File: src/rtl/ffpa_pkg.sv
package ffpa_pkg;

  typedef enum logic [2:0] {
    ST_IDLE,
    ST_RDB,
    ST_GETB,
    ST_RDN,
    ST_GETN,
    ST_CHECK,
    ST_SPLIT
  } state_t;

  typedef enum logic [1:0] {
    STAT_ALLOC = 2'd0,
    STAT_NOFIT = 2'd1,
    STAT_FREED = 2'd2
  } status_t;

  localparam logic OP_ALLOC = 1'b0;
  localparam logic OP_FREE  = 1'b1;

  typedef struct packed {
    logic load;
    logic free_op;
    logic rd_b;
    logic rd_n;
    logic take_b;
    logic skip_b;
    logic absorb;
    logic wr_take;
    logic wr_keep;
    logic wr_second;
    logic done_ok;
    logic done_nofit;
  } cmd_t;

  typedef struct packed {
    logic rd_alloc;
    logic b_fits;
    logic n_fits;
    logic size_ok;
    logic split_ok;
  } dp_stat_t;

endpackage

File: src/rtl/ffpa_ctrl.sv
module ffpa_ctrl (
  input  logic              clk,
  input  logic              rst_n,
  input  logic              start,
  input  logic              in_op,
  input  ffpa_pkg::dp_stat_t stat,
  output ffpa_pkg::cmd_t     cmd,
  output logic              busy
);
  import ffpa_pkg::*;

  state_t state_r, state_nxt;

  always_ff @(posedge clk) begin
    if (!rst_n) begin
      state_r <= ST_IDLE;
    end else begin
      state_r <= state_nxt;
    end
  end

  always_comb begin
    state_nxt = state_r;
    cmd       = '0;
    case (state_r)
      ST_IDLE: begin
        if (start) begin
          if (in_op == OP_FREE) begin
            cmd.free_op = 1'b1;
          end else begin
            cmd.load  = 1'b1;
            state_nxt = ST_RDB;
          end
        end
      end
      ST_RDB: begin
        if (stat.b_fits) begin
          cmd.rd_b  = 1'b1;
          state_nxt = ST_GETB;
        end else begin
          cmd.done_nofit = 1'b1;
          state_nxt      = ST_IDLE;
        end
      end
      ST_GETB: begin
        if (stat.rd_alloc) begin
          cmd.skip_b = 1'b1;
          state_nxt  = ST_RDB;
        end else begin
          cmd.take_b = 1'b1;
          state_nxt  = ST_RDN;
        end
      end
      ST_RDN: begin
        if (stat.n_fits) begin
          cmd.rd_n  = 1'b1;
          state_nxt = ST_GETN;
        end else begin
          state_nxt = ST_CHECK;
        end
      end
      ST_GETN: begin
        if (stat.rd_alloc) begin
          state_nxt = ST_CHECK;
        end else begin
          cmd.absorb = 1'b1;
          state_nxt  = ST_RDN;
        end
      end
      ST_CHECK: begin
        if (stat.size_ok) begin
          cmd.wr_take = 1'b1;
          if (stat.split_ok) begin
            state_nxt = ST_SPLIT;
          end else begin
            cmd.done_ok = 1'b1;
            state_nxt   = ST_IDLE;
          end
        end else begin
          cmd.wr_keep = 1'b1;
          state_nxt   = ST_RDB;
        end
      end
      ST_SPLIT: begin
        cmd.wr_second = 1'b1;
        cmd.done_ok   = 1'b1;
        state_nxt     = ST_IDLE;
      end
      default: begin
        state_nxt = ST_IDLE;
      end
    endcase
  end

  assign busy = (state_r != ST_IDLE);

endmodule

File: config.mk
export PLATFORM = sky130hd
export DESIGN_NAME = ffpa_ctrl
export DESIGN_NICKNAME = d
export VERILOG_FILES = /design/src/rtl/ffpa_pkg.sv /design/src/rtl/ffpa_ctrl.sv
export SDC_FILE = /design/constraint.sdc
export NUM_CORES = 1
export LEC_CHECK = 0
export BUFFER_PORTS_ARGS = -buffer_cell sky130_fd_sc_hd__buf_2
export CAP_MARGIN = 20
export CORE_AREA = 2 2 39 41
export CTS_CLUSTER_SIZE = 12
export DETAILED_ROUTE_END_ITERATION = 7
export DIE_AREA = 0 0 41 43
export GPL_ROUTABILITY_DRIVEN = 0
export SKIP_LAST_GASP = 1
export SLEW_MARGIN = 20
export SYNTH_ARGS = -nofsm -noshare
export SYNTH_HDL_FRONTEND = slang
export SYNTH_SLANG_ARGS = --single-unit
File: constraint.sdc
create_clock -name clk -period 1.2 [get_ports clk]
set_clock_uncertainty 0.1 [all_clocks]
set_input_delay 0.06 -clock clk [delete_from_list [all_inputs] [get_ports clk]]
set_output_delay 0.06 -clock clk [all_outputs]
set_load 0.05 [all_outputs]
==> summary.md <==
| Metric | Value |
|---|---|
| Status | `finished with violations` |
| Failing checks | `setup timing` |
| CP max stage delay | `330 ps` |
| Ant diodes | `0` |
| CP Class | `register to primary output` |
| Vias | `416` |
| Final core utilization | `54.0%` |
| Core ar. | `1380 µm²` |
| Global-route wire length before repair | `1.53 mm` |
| CTS Buf Count | `3` |
| Post-Synthesis Cell Area | `314 µm²` |
| Post-layout power | `0.470 mW` |
| Post-synth top area cell | `dfxtp_1` |
| Initial drt markers | `1` |
| Starting density of the core | `22.7%` |
| Slowest stage cell on the critical path | `dfxtp_2` |
| Commonest non-fill, non-tap cell in the layout | `buf_6` |
| Number of flip-flops under the largest register name | `3` |
| Commonest non-fill, non-tap cells in the layout | `11 x buf_6, 9 x buf_2, 7 x buf_4` |
| Largest regs | `state_r (3)` |
| P per Cell Area | `629 nW/µm²` |
| Placed Cells | `78` |
| Setup violation total in the final timing report | `16` |
| H-tree levels | `1` |
| Max-slew headroom | `83.7%` |
| Root Buffer | `clkbuf_4` |
| Critical-path maximum fanout | `8` |
| Worst-path clk slew | `40 ps` |
| Routed WL per cell | `13.0 µm` |
| Bufs and invs on worst path | `2` |
| Max IR drop VDD | `0.786 mV` |
| Worst hold slack | `14.2 ps` |
| Crit path cell chain | `buf_6, and3b_2, a21o_4, buf_8` |
| Worst Tran Pin Value | `244 ps` |
| DP HPWL | `806 µm` |
| Largest net degree at the start of global routing | `11` |
| Antenna-violating nets left | `0` |
| CTS max path bufs | `2` |
| Total iterations of the first detailed-routing run | `2` |
| Worst hold path class | `input port to register` |
| Nets | `81` |
| Biggest register | `state_r` |
| Yosys cell types | `23` |
| GRT Residual Overflow | `0` |
| Seq/Total Area, Yosys | `19.1%` |
| Final setup margin | `-216 ps` |
| Synth top area share | `19.1%` |
| Layout cell share with drive strength beyond 1 | `74.6%` |
| Die Width | `41 µm` |
| Hold Vio Cnt, Final | `0` |
| Synthesis-stage register bit count | `3` |
| Clock Sinks | `3` |
| Max_cap viols | `0` |
| Number of cell rows | `14` |
| Die height | `43 µm` |
| Pleak | `0.328 nW` |
| Total wire length | `1.14 mm` |
| Initial antenna violation count | `0` |
| CP endpoint kind | `primary output` |
| DRC errors left | `0` |
| Post-synth net total | `47` |
| Min Tclk post-route | `1420 ps` |
| Vias per cell | `4.78` |
| CP startpoint kind | `register` |
| Mapped Cells | `38` |
| Fin crit share | `118%` |
| Area delta synth->final | `138%` |
| Vias in the first global route | `374` |
| RSZ-0062 raised after global routing | `true` |
| Io pins | `22` |
| Fmax | `706 MHz` |
| DIE AREA | `1760 µm²` |
| Non-Filler Instances | `87` |
| Worst EP required | `1040 ps` |
| GRT Resource Usage Total | `13.4%` |
| Synth Warn # | `0` |
| PortBufs | `21` |
| Synth Area per Inst | `8.26 µm²` |
| Delay-heaviest family, CP | `flip-flops` |
| CTS tree | `built` |
| Top post-synthesis cells by area | `dfxtp_1 19%, nor4b_1 8.4%, buf_6 7.2%` |
| Worst skew pair latency | `230 ps` |
| Final Max Tran Viols | `0` |
| CP Data Arrival Time | `1260 ps` |
==> through the flow <==
step / TNS [ps] / setup slack (ps) / instance area [µm²]
2_1_floorplan: -603 / -117 / 414
3_3_place_gp: -302 / -89.0 / 559
3_5_place_dp: -491 / -98.3 / 559
4_1_cts: -1940 / -218 / 727
5_1_grt: -3150 / -266 / 747
6_report: -2190 / -216 / 747
==> Yosys cell counts <==
master and instances:
a21o_1 1, a21oi_1 2, a31oi_1 2, and3_1 2, and3b_1 1, and4b_1 1, and4bb_1 1, buf_4 1
buf_6 2, dfxtp_1 3, inv_1 2, inv_2 1, nand2_1 3, nand2b_1 1, nand3b_1 2, nand4_1 1
nor2_1 2, nor2b_1 3, nor3_4 1, nor4b_1 3, nor4bb_1 1, o211ai_2 1, xor2_1 1
==> where the power goes <==
| part | internal, mW | switching (mW) | leakage (nW) | total (mW) |
|---|---|---|---|---|
| logic | 0.0856 | 0.0961 | 0.287 | 0.182 |
| clock network | 0.124 | 0.0516 | 0.0150 | 0.176 |
| registers | 0.102 | 0.00996 | 0.0264 | 0.112 |
| total | 0.312 | 0.158 | 0.328 | 0.470 |
==> worst min-delay path: cells and delay by family <==
family                 cells  cell delay [ps]
AO/OA/AOI/OAI              2              120
buffers and inverters      1              120
==> cell families (layout without fill, tap and decap cells) <==
logic type / after synthesis / in the layout / share of synthesized area (%)
compound gates: 6 / 6 / 13.5
buf+inv: 6 / 39 / 13.1
flops: 3 / 3 / 19.1
xor+xnor: 1 / 1 / 2.79
simple gates: 22 / 22 / 51.4
==> cell type report <==
type | count | area [µm²]
flip-flops and latches | 3 | 68.8
well taps | 16 | 20.0
inverters | 3 | 13.8
clock buffers | 4 | 26.3
repair buffers | 32 | 302
fillers | 139 | 637
multi-input cells | 29 | 317
==> layer usage <==
layer	up-vias	track usage, %	wire length [µm]
met4	0	2.00	0
met3	0	6.28	70
met5	-	0	0
met1	196	14.8	436
li1	206	-	-
met2	14	22.5	629
==> worst paths after layout <==
kind / cells past startpoint / to / slack (ps) / startpoint
hold reg to reg: 2 / state_r[2] / 500 / state_r[0]
setup / recovery: 4 / cmd[1] / -220 / state_r[2]
setup reg to reg: 6 / state_r[1] / -100 / state_r[2]
hold / removal: 3 / state_r[2] / 10 / rst_n
==> repair_timing <==
item | 4_1_cts | 5_1_grt
hold buffers | 0 | 0
buffers inserted | 3 | 2
endpoints found under the setup margin | 16 | 16
resized for setup | 35 | 3
pin swaps | 6 | 3
cloned | 0 | 0
(Power assumes the default switching activity.)
